$ cat src/rtl/pdd_pkg.sv
// Package with the phase type, constants and base lookup for the packed DNA decoder.
package pdd_pkg;

  // Decoder phases; codes above PH_NRUN are never produced.
  typedef enum logic [2:0] {
    PH_REC_LEN = 3'd0,
    PH_BLK_LEN = 3'd1,
    PH_WORDS   = 3'd2,
    PH_FLAG    = 3'd3,
    PH_NRUN    = 3'd4
  } phase_e;

  localparam int unsigned BasesPerWord = 32;
  localparam logic [6:0]  NrunFull     = 7'd127;
  localparam logic [7:0]  CharN        = 8'h4E;
  localparam logic [7:0]  CharMarker   = 8'h00;
  localparam logic [1:0]  CodeMask     = 2'd3;

  // Map a 2-bit base code to its ASCII letter.
  function automatic logic [7:0] base_of_code(input logic [1:0] code);
    logic [7:0] ch;
    case (code & CodeMask)
      2'd0:    ch = 8'h41;
      2'd1:    ch = 8'h43;
      2'd2:    ch = 8'h47;
      default: ch = 8'h54;
    endcase
    return ch;
  endfunction

endpackage

$ cat src/rtl/pdd_in_if.sv
// Input byte channel of the packed DNA decoder.
interface pdd_in_if;
  logic       valid;
  logic       ready;
  logic [7:0] byte_in;

  modport source (output valid, output byte_in, input ready);
  modport sink (input valid, input byte_in, output ready);
endinterface

$ cat src/rtl/pdd_out_if.sv
// Result channel of the packed DNA decoder.
interface pdd_out_if;
  logic       valid;
  logic       ready;
  logic [7:0] base_char;
  logic [6:0] repeat_count;
  logic       last_of_item;
  logic       record_end;
  logic       length_error;

  modport source (output valid, output base_char, output repeat_count, output last_of_item,
                  output record_end, output length_error, input ready);
  modport sink (input valid, input base_char, input repeat_count, input last_of_item,
                input record_end, input length_error, output ready);
endinterface

$ cat src/rtl/packed_dna_block_stream_decoder.sv
// Top level of the packed DNA block stream decoder.
//
//   channel | direction | carries
//   --------+-----------+----------------------------------------------------
//   in_i    | sink      | byte_in: one byte of the compressed record
//   out_o   | source    | base_char, repeat_count, last_of_item, record_end,
//           |           | length_error: one run of bases per transfer
//
// A byte is decoded in the cycle it is accepted; its results are loaded into a
// result register that emits one result per cycle while the output is ready, so
// a full word gives 32 results on the output and eight bytes feed it.
// Bytes that cause no result are accepted every cycle even while results drain.
// A byte that causes results waits only until the last pending result is taken.
// Reset (rst_ni low, asynchronous) returns to awaiting the record length.
module packed_dna_block_stream_decoder
  import pdd_pkg::*;
(
  input  logic      clk_i,
  input  logic      rst_ni,
  pdd_in_if.sink    in_i,
  pdd_out_if.source out_o
);

  // Decoder state.
  phase_e      phase_q, phase_d;
  logic [2:0]  idx_q, idx_d;
  logic [63:0] word_q, word_d;
  logic [63:0] total_q, total_d;
  logic [63:0] done_q, done_d;
  logic [63:0] left_q, left_d;

  // Pending results of one byte.
  logic        jvalid_q, jvalid_d;
  logic [63:0] jword_q, jword_d;
  logic [5:0]  jcnt_q, jcnt_d;
  logic        jbase_q, jbase_d;
  logic [7:0]  jchar_q, jchar_d;
  logic [6:0]  jrep_q, jrep_d;
  logic        jend_q, jend_d;
  logic        jerr_q, jerr_d;

  // Decode results for the byte at the input.
  logic        emit;
  logic [63:0] ld_word;
  logic [5:0]  ld_cnt;
  logic        ld_base;
  logic [7:0]  ld_char;
  logic [6:0]  ld_rep;
  logic        ld_end;
  logic        ld_err;

  logic        in_fire, out_fire, out_last;

  // Byte decode and state update.
  always_comb begin
    logic [63:0] asm_w;
    logic        full;
    logic [63:0] addend;
    logic [64:0] sum;
    logic [63:0] done_sat;
    logic [5:0]  n;
    logic [5:0]  pad;
    phase_d  = phase_q;
    idx_d    = idx_q;
    word_d   = word_q;
    total_d  = total_q;
    done_d   = done_q;
    left_d   = left_q;
    emit     = 1'b0;
    ld_word  = '0;
    ld_cnt   = 6'd1;
    ld_base  = 1'b0;
    ld_char  = CharMarker;
    ld_rep   = '0;
    ld_end   = 1'b0;
    ld_err   = 1'b0;
    asm_w    = word_q | ({56'd0, in_i.byte_in} << {idx_q, 3'b000});
    full     = (idx_q == 3'd7);
    addend   = (phase_q == PH_BLK_LEN) ? asm_w
             : (in_i.byte_in[7] ? {57'd0, in_i.byte_in[6:0]} : {57'd0, NrunFull});
    sum      = {1'b0, done_q} + {1'b0, addend};
    done_sat = sum[64] ? '1 : sum[63:0];
    n        = (left_q >= 64'(BasesPerWord)) ? 6'(BasesPerWord) : left_q[5:0];
    pad      = 6'(BasesPerWord) - n;
    case (phase_q)
      PH_BLK_LEN: begin
        idx_d  = idx_q + 3'd1;
        word_d = full ? '0 : asm_w;
        if (full) begin
          left_d  = asm_w;
          done_d  = done_sat;
          phase_d = (asm_w != '0) ? PH_WORDS : PH_FLAG;
        end
      end
      PH_WORDS: begin
        idx_d  = idx_q + 3'd1;
        word_d = full ? '0 : asm_w;
        if (full) begin
          emit    = 1'b1;
          ld_base = 1'b1;
          ld_cnt  = n;
          ld_word = asm_w << {pad[4:0], 1'b0};
          left_d  = left_q - {58'd0, n};
          if (left_q == {58'd0, n}) begin
            phase_d = PH_FLAG;
          end
        end
      end
      PH_FLAG: begin
        if (in_i.byte_in != 8'd0) begin
          phase_d = PH_NRUN;
        end else if (done_q >= total_q) begin
          emit    = 1'b1;
          ld_end  = 1'b1;
          ld_err  = (done_q > total_q);
          phase_d = PH_REC_LEN;
          done_d  = '0;
        end else begin
          phase_d = PH_BLK_LEN;
        end
      end
      PH_NRUN: begin
        emit    = 1'b1;
        ld_char = CharN;
        ld_rep  = addend[6:0];
        done_d  = done_sat;
        if (in_i.byte_in[7]) begin
          if (done_sat >= total_q) begin
            ld_end  = 1'b1;
            ld_err  = (done_sat > total_q);
            phase_d = PH_REC_LEN;
            done_d  = '0;
          end else begin
            phase_d = PH_BLK_LEN;
          end
        end
      end
      default: begin
        // Awaiting the record length.
        idx_d  = idx_q + 3'd1;
        word_d = full ? '0 : asm_w;
        if (full) begin
          total_d = asm_w;
          done_d  = '0;
          if (asm_w == '0) begin
            emit    = 1'b1;
            ld_end  = 1'b1;
            phase_d = PH_REC_LEN;
          end else begin
            phase_d = PH_BLK_LEN;
          end
        end
      end
    endcase
  end

  // Handshakes: a byte with results waits for the pending results to drain.
  assign out_last  = (jcnt_q == 6'd1);
  assign out_fire  = jvalid_q && out_o.ready;
  assign in_i.ready = !jvalid_q || (out_fire && out_last) || !emit;
  assign in_fire   = in_i.valid && in_i.ready;

  // Result register: load on a byte with results, shift out one per transfer.
  always_comb begin
    jvalid_d = jvalid_q;
    jword_d  = jword_q;
    jcnt_d   = jcnt_q;
    jbase_d  = jbase_q;
    jchar_d  = jchar_q;
    jrep_d   = jrep_q;
    jend_d   = jend_q;
    jerr_d   = jerr_q;
    if (out_fire) begin
      jvalid_d = !out_last;
      jcnt_d   = jcnt_q - 6'd1;
      jword_d  = jword_q << 2;
    end
    if (in_fire && emit) begin
      jvalid_d = 1'b1;
      jword_d  = ld_word;
      jcnt_d   = ld_cnt;
      jbase_d  = ld_base;
      jchar_d  = ld_char;
      jrep_d   = ld_rep;
      jend_d   = ld_end;
      jerr_d   = ld_err;
    end
  end

  // Decoder state registers.
  always_ff @(posedge clk_i or negedge rst_ni) begin
    if (!rst_ni) begin
      phase_q  <= PH_REC_LEN;
      idx_q    <= '0;
      word_q   <= '0;
      total_q  <= '0;
      done_q   <= '0;
      left_q   <= '0;
      jvalid_q <= 1'b0;
    end else begin
      if (in_fire) begin
        phase_q <= phase_d;
        idx_q   <= idx_d;
        word_q  <= word_d;
        total_q <= total_d;
        done_q  <= done_d;
        left_q  <= left_d;
      end
      jvalid_q <= jvalid_d;
    end
  end

  // Result payload registers.
  always_ff @(posedge clk_i) begin
    jword_q <= jword_d;
    jcnt_q  <= jcnt_d;
    jbase_q <= jbase_d;
    jchar_q <= jchar_d;
    jrep_q  <= jrep_d;
    jend_q  <= jend_d;
    jerr_q  <= jerr_d;
  end

  // Output fields.
  assign out_o.valid        = jvalid_q;
  assign out_o.base_char    = jbase_q ? base_of_code(jword_q[63:62]) : jchar_q;
  assign out_o.repeat_count = jbase_q ? 7'd1 : jrep_q;
  assign out_o.last_of_item = out_last;
  assign out_o.record_end   = out_last && jend_q;
  assign out_o.length_error = out_last && jerr_q;

endmodule

$ cat src/flat_wrapper.sv
// flat-port wrapper written by rule: the top's interface ports become plain ports
module packed_dna_block_stream_decoder_flat import pdd_pkg::*;
  (clk_i, rst_ni, in_i_valid, in_i_byte_in, in_i_ready, out_o_valid, out_o_base_char, out_o_repeat_count, out_o_last_of_item, out_o_record_end, out_o_length_error, out_o_ready);
  pdd_in_if in_i_i ();
  pdd_out_if out_o_i ();
  input  logic clk_i;
  input  logic rst_ni;
  input wire logic [$bits(in_i_i.valid)-1:0] in_i_valid;
  input wire logic [$bits(in_i_i.byte_in)-1:0] in_i_byte_in;
  output wire logic [$bits(in_i_i.ready)-1:0] in_i_ready;
  output wire logic [$bits(out_o_i.valid)-1:0] out_o_valid;
  output wire logic [$bits(out_o_i.base_char)-1:0] out_o_base_char;
  output wire logic [$bits(out_o_i.repeat_count)-1:0] out_o_repeat_count;
  output wire logic [$bits(out_o_i.last_of_item)-1:0] out_o_last_of_item;
  output wire logic [$bits(out_o_i.record_end)-1:0] out_o_record_end;
  output wire logic [$bits(out_o_i.length_error)-1:0] out_o_length_error;
  input wire logic [$bits(out_o_i.ready)-1:0] out_o_ready;
  assign in_i_i.valid = in_i_valid;
  assign in_i_i.byte_in = in_i_byte_in;
  assign in_i_ready = in_i_i.ready;
  assign out_o_valid = out_o_i.valid;
  assign out_o_base_char = out_o_i.base_char;
  assign out_o_repeat_count = out_o_i.repeat_count;
  assign out_o_last_of_item = out_o_i.last_of_item;
  assign out_o_record_end = out_o_i.record_end;
  assign out_o_length_error = out_o_i.length_error;
  assign out_o_i.ready = out_o_ready;
  packed_dna_block_stream_decoder u_core (.clk_i(clk_i), .rst_ni(rst_ni), .in_i(in_i_i), .out_o(out_o_i));
endmodule
$ cat config.mk
export PLATFORM = sky130hd
export DESIGN_NAME = packed_dna_block_stream_decoder_flat
export DESIGN_NICKNAME = d
export VERILOG_FILES = /design/src/rtl/pdd_pkg.sv /design/src/rtl/pdd_in_if.sv /design/src/rtl/pdd_out_if.sv /design/src/rtl/packed_dna_block_stream_decoder.sv /design/src/flat_wrapper.sv
export SDC_FILE = /design/constraint.sdc
export NUM_CORES = 1
export LEC_CHECK = 0
export BUFFER_PORTS_ARGS = -buffer_cell sky130_fd_sc_hd__clkbuf_2
export CORE_MARGIN = 1
export CORE_UTILIZATION = 40
export DETAILED_ROUTE_END_ITERATION = 10
export PLACE_DENSITY = 0.51
export SLEW_MARGIN = 40
export SYNTH_ARGS = -nofsm -noshare
export SYNTH_HDL_FRONTEND = slang
export SYNTH_SLANG_ARGS = --single-unit
$ cat constraint.sdc
create_clock -name clk_i -period 7.7 [get_ports clk_i]
set_input_delay 0.385 -clock clk_i [delete_from_list [all_inputs] [get_ports clk_i]]
set_output_delay 0.385 -clock clk_i [all_outputs]
set_load 0.02 [all_outputs]
==> impl_metrics.ini, run 1 <==
[outcome]
status = completed

[placement]
dp.cells = 3841
place.port_buffers = 29
dpl_worst_slack_ps = 497
gp_congestion = 0.974
detailedPlacementHpwl_mm = 73.6

[logic_synthesis]
synth.largest_area_cell = dfrtp_1
avgSynthCellArea_um2 = 8.57
ys_types = 95
synth_seq_cells = 344
ys_seq_area_share_pct = 35.0
synth_edf_count = 81
syn_inst = 3003
netlist_area_um2 = 25700
synth_top_area_share_pct = 25.6
async_reset_ff_share_pct = 76.5
synthTopCellsByArea = dfrtp_1, ha_1, edfxtp_1
yosys_most_used_dff = dfrtp_1
yosysWarnings = 0

[floorplanning]
die-area_um2 = 65300
io_pins = 32
start_util_pct = 40.6
die_height_um = 256
die_w_um = 256
rows = 92
core_um2 = 63300

[layout]
insertedDiodeCount = 0
final_cell_mix = nand2_1, a21oi_1, dfrtp_1, nor2_1, o21ai_0
fillers = 6215
nets = 3257
final_cells = 3924
drive_above_1_share_pct = 9.94
area_growth_pct = 12.9
final_common_cell = nand2_1

[global_routing]
overflow = 0
grt_usage_pct = 29.3
grt_pass1_wl_mm = 147
grt_max_degree = 83
antenna_found_initial = 2
grt_pass1_vias = 23200

[sta]
min_period_ps = 7250
finalHoldWorstSlack_ps = 93.4
fmax_ghz = 0.138
finalWorstSetupSlack_ps = 445
final-setup-viol-count = 0
skew_ps = 31.5
finalCritPeriodShare_pct = 94.2
hold_viol = 0
rsz0062_at_grt = false
worstMarginPinSlew_ps = 875
slew_viol_final = 0
slew_headroom_pct = 41.1
fin_setup_tns_ps = 0

[cts]
h-tree-depth = 2
clk_pin_slew_ps = 60
clockBufferDepth = 3
cts-root-buf = clkbuf_16
cts_buffers = 45
clk_latency_ps = 610
cts_num_sinks = 344
cts_tree = done

[min_path]
hold_path.class = primary input to flip-flop
holdPathStages = 4
hold_end = u_core.out_o.valid$_DFFE_PN0P_
hold_path_startpoint = out_o_ready

[routing]
vias_per_cell = 6.13
drc_errors = 0
vias = 24100
dr.pass1.iters = 6
avgRoutedWirePerCell_um = 24.9
ant_nets = 0
first_iter_violations = 2587
routed_wl_mm = 97.6

[power]
p_leak_nw = 12.9
max-vdd-ir-drop_mv = 0.203
power_density_nw_per_um2 = 435

[run]
cap_violations = 0

[worst_setup_path]
crit_type = flip-flop to flip-flop
critPathTopFamily = compound AO/OA/AOI/OAI gates
cpMostUsedCell = buf_4
required_ps = 8170
r2r_slack_ps = 450
path_max_fanout = 11
slowest_delay_ps = 560
cp-start-kind = flip-flop
worst_ep_arrival_time_ps = 7720
rr_startpoint = u_core.idx_q[0]$_DFFE_PN0P_
cp_num_buf_inv = 4
cpMaxStageDelayCell = nor2_1
endpoint_kind = flip-flop
crit-reg2reg-capture = u_core.done_q[43]$_DFFE_PN0P_
r2r_cells = 27
-- worst max path at each step --
stage                                     to                           from  cells after the start  slack (ps)
2_1_floorplan  u_core.done_q[12]$_DFFE_PN0P_  u_core.phase_q[1]$_DFFE_PN0P_                     26        1400
3_3_place_gp   u_core.done_q[43]$_DFFE_PN0P_    u_core.idx_q[2]$_DFFE_PN0P_                     26         510
3_5_place_dp   u_core.done_q[22]$_DFFE_PN0P_    u_core.idx_q[0]$_DFFE_PN0P_                     25         500
4_1_cts        u_core.done_q[16]$_DFFE_PN0P_    u_core.idx_q[0]$_DFFE_PN0P_                     25         470
5_1_grt        u_core.done_q[43]$_DFFE_PN0P_  u_core.phase_q[0]$_DFFE_PN0P_                     29          40
6_report       u_core.done_q[43]$_DFFE_PN0P_    u_core.idx_q[0]$_DFFE_PN0P_                     27         450
-- worst min-delay path: stages --
cell and delay [ps]:
clkbuf_2 90, nand2_1 50, nand2_1 80, nand2_1 60
-- cells in the mapped netlist (78+ instances only) --
library cell and instances:
o21ai_0 248, a22o_1 78, clkbuf_1 113, nor2_1 258, a21oi_1 279, nor3_1 119, inv_1 122, dfrtp_1 263
mux2i_1 158, nand2_1 325, edfxtp_1 81, ha_1 200
-- cell families after synthesis --
logic type,Yosys count,share of synthesized area (%)
adders and majority gates,201,9.81
xor gates and xnor gates,56,1.98
buffers and inverters,298,4.87
DFF,344,35.0
and+or+nand+nor,982,17.9
AOI/OAI and AO/OA,945,23.1
other,2,0.0292
muxes,175,7.29
-- per-layer routing --
layer  part of all wire [%]  global-route usage (%)
met5                      0                       0
met4                    4.4                    12.5
met3                    6.6                    4.24
met2                     45                    46.6
met1                     44                    39.5
-- layout make-up --
| type | count | area [µm²] | share of cell area (%) |
|---|---|---|---|
| Clock buffer | 51 | 1180 | 4.06 |
| Clock inverter | 30 | 393 | 1.35 |
| Inverter | 123 | 462 | 1.59 |
| Multi-Input combinational cell | 2362 | 15600 | 53.7 |
| Sequential cell | 344 | 9010 | 31.0 |
| Tap cell | 846 | 1060 | 3.64 |
| Timing Repair Buffer | 168 | 1340 | 4.63 |
-- state kept, by name (all words and copies together) (netlist names) --
name	count
u_core.jrep_q	7
u_core.jend_q	1
u_core.jcnt_q	6
u_core.jbase_q	1
u_core.done_q	64
u_core.jword_q	64
u_core.idx_q	3
u_core.jerr_q	1
u_core.total_q	64
u_core.jchar_q	1
u_core.left_q	64
u_core.out_o.valid	1
u_core.phase_q	3
u_core.word_q	64
-- power by group --
part	switching (mW)	internal [mW]
clock	0.904	1.38
sequential	0.542	2.51
combinational	4.75	2.55
total	6.19	6.44
-- per-stage QoR --
| stage | cell area, µm² | util [%] | total power [mW] |
|---|---|---|---|
| 3_5_place_dp | 27400 | 43.3 | 10.2 |
| 2_1_floorplan | 25700 | - | 7.41 |
| 6_report | 29000 | 45.9 | 12.6 |
| 3_3_place_gp | 27300 | 43.1 | 10.1 |
| 4_1_cts | 29000 | 45.8 | 12.5 |
| 5_1_grt | 29000 | 45.9 | 13.4 |
-- timing repair --
item / in CTS / in global routing
endpoints found under the setup margin: 0 / 33
buffers inserted: 0 / 1
hold buffers: 1 / 0
resized for setup: 0 / 2
hold endpoints to repair: 71 / 0
No activity file was read; power rests on OpenSTA's default activity.
==> run 2: changes to the inputs <==
Settings changed: CELL_PAD_IN_SITES_DETAIL_PLACEMENT set to 0, CELL_PAD_IN_SITES_GLOBAL_PLACEMENT set to 2, PLACE_DENSITY 0.51 to 0.76.
==> run 2 against run 1 <==
Flip-flop and latch count unchanged; clock skew down 9.8 ps; count of clock-buffer cells in the layout up 11; global-route usage up 1.1 points; worst setup slack worse by 140 ps; worst hold slack worse by 2.4 ps; core utilization down 0.31 points; final cell count down 0.20%.
==> impl_metrics.ini, run 2 (same netlist as run 1, synthesis figures left out) <==
[worst_setup_path]
crit_type = flip-flop to flip-flop
path_max_fanout = 42
critPathTopFamily = simple AND/OR/NAND/NOR gates
endpoint_kind = flip-flop
worst_ep_arrival_time_ps = 7930
cp_num_buf_inv = 3
slowest_delay_ps = 550
cpMaxStageDelayCell = nor2_1
cp-startpoint = u_core.idx_q[1]$_DFFE_PN0P_
rr_startpoint = u_core.idx_q[1]$_DFFE_PN0P_
required_ps = 8240
cp-start-kind = flip-flop

[routing]
met3WireLength_mm = 5.82
topRoutingLayerUsed = met5
ant_nets = 0
drc_errors = 0
met2WireLength_mm = 45.7
first_iter_violations = 2090
vias = 24100
vias_per_cell = 6.16
avgRoutedWirePerCell_um = 25.8
dr.pass1.iters = 7
met1_length_mm = 45.3
routed_wl_mm = 101

[power]
power_density_nw_per_um2 = 433
clkPwrFrac_pct = 16.2
power.share.switching_pct = 50.1
power_frac_seq_pct = 24.4
combinationalPowerShare_pct = 59.5
p_leak_nw = 12.8
p_total_mw = 12.5
power.switching_mw = 6.26
intPower_mw = 6.23
max-vdd-ir-drop_mv = 0.207

[cts]
cts_buffers = 44
cts-root-buf = clkbuf_16
clockBufferDepth = 3
cts_num_sinks = 344
h-tree-depth = 2
cts_tree = done
clk_pin_slew_ps = 60
clk_latency_ps = 600

[sta]
fmax_ghz = 0.135
slew_viol_final = 0
fin_setup_tns_ps = 0
skew_ps = 21.7
worstMarginPinSlew_ps = 824
rsz0062_at_grt = false
hold_viol = 0
finalCritPeriodShare_pct = 96.0
slew_headroom_pct = 44.6
final-setup-viol-count = 0
min_period_ps = 7390

[min_path]
hold_path.class = primary input to flip-flop
hold_path_startpoint = out_o_ready

[layout]
drive_above_1_share_pct = 9.48
fin_area_um2 = 28900
final_cell_mix = nand2_1, a21oi_1, dfrtp_1, nor2_1, o21ai_0
area_growth_pct = 12.2
nets = 3249
final_common_cell = nand2_1

[placement]
place.port_buffers = 29
gp_congestion = 0.966
detailedPlacementHpwl_mm = 76.1
placed_area_um2 = 27400

[global_routing]
grt_usage_pct = 30.3
grt_pass1_wl_mm = 152
grt_max_degree = 98
overflow = 0
grt_pass1_vias = 23600
antenna_found_initial = 3

[floorplanning]
die_w_um = 256
core_um2 = 63300
start_util_pct = 40.6
rows = 92
io_pins = 32
die_height_um = 256
die-area_um2 = 65300

[outcome]
status = completed

[run]
cap_violations = 0
run 2: cell count changes in the layout (fill, tap and decap cells not counted), sizes merged:
cell,previous run,this run
buf,139,132
bufinv,8,1
clkbuf,79,90
clkinv,17,14
clkinvlp,4,1
diode,0,1
run 2: path summary, 6_finish.rpt:
check / cells past startpoint / endpoint / slack (ps)
setup / recovery: 25 / u_core.done_q[43]$_DFFE_PN0P_ / 310
hold / removal: 4 / u_core.out_o.valid$_DFFE_PN0P_ / 90
setup reg to reg: 25 / u_core.done_q[43]$_DFFE_PN0P_ / 310
hold reg to reg: 2 / u_core.total_q[35]$_DFFE_PN0P_ / 480
max in group asynchronous: 5 / u_core.done_q[9]$_DFFE_PN0P_ / 5720
min in group asynchronous: 2 / u_core.left_q[35]$_DFFE_PN0P_ / 340
run 2: worst min-delay path, stage by stage:
cell and delay (ps):
clkbuf_2 90, nand2_1 50, nand2_1 70, nand2_1 60
run 2: metal layers:
layer	up-vias	track usage, %
met4	4	11.3
met3	203	4.07
met2	812	48.2
li1	11200	-
met1	11900	41.9
met5	-	0
run 2: layout make-up:
class | instances | area [µm²]
clock inverters | 17 | 141
multi-input cells | 2362 | 15600
fillers | 6270 | 34500
clock buffers | 62 | 1220
inverters | 123 | 462
well taps | 846 | 1060
repair buffers | 161 | 1340
flip-flops and latches | 344 | 9010
diodes | 1 | 2.50
run 2: timing repair:
action / CTS / global route
hold buffers: 1 / 0
setup endpoints to repair: 0 / 65
buffers inserted: 0 / 0
hold endpoints to repair: 61 / 0
gates resized for setup: 0 / 6
run 2: metrics by stage:
stage / cells / utilization (%) / hold WS [ps] / setup slack [ps]
2_1_floorplan: 3004 / - / 89.4 / 1400
3_3_place_gp: 3825 / 43.0 / 463 / 198
3_5_place_dp: 3835 / 43.3 / 383 / 181
4_1_cts: 3915 / 45.5 / 59.9 / 127
5_1_grt: 3915 / 45.6 / 103 / 25.7
6_report: 3916 / 45.6 / 91.0 / 307
run 2: power groups by stage:
| stage | clock network (mW) | registers [mW] | logic [mW] |
|---|---|---|---|
| global route | 2.12 | 3.12 | 8.08 |
| global placement | 0 | 3.05 | 7.18 |
| detailed placement | 0 | 3.06 | 7.30 |
| floorplan | 0 | 2.85 | 4.56 |
| CTS | 2.06 | 3.03 | 7.33 |
| finish | 2.02 | 3.04 | 7.43 |
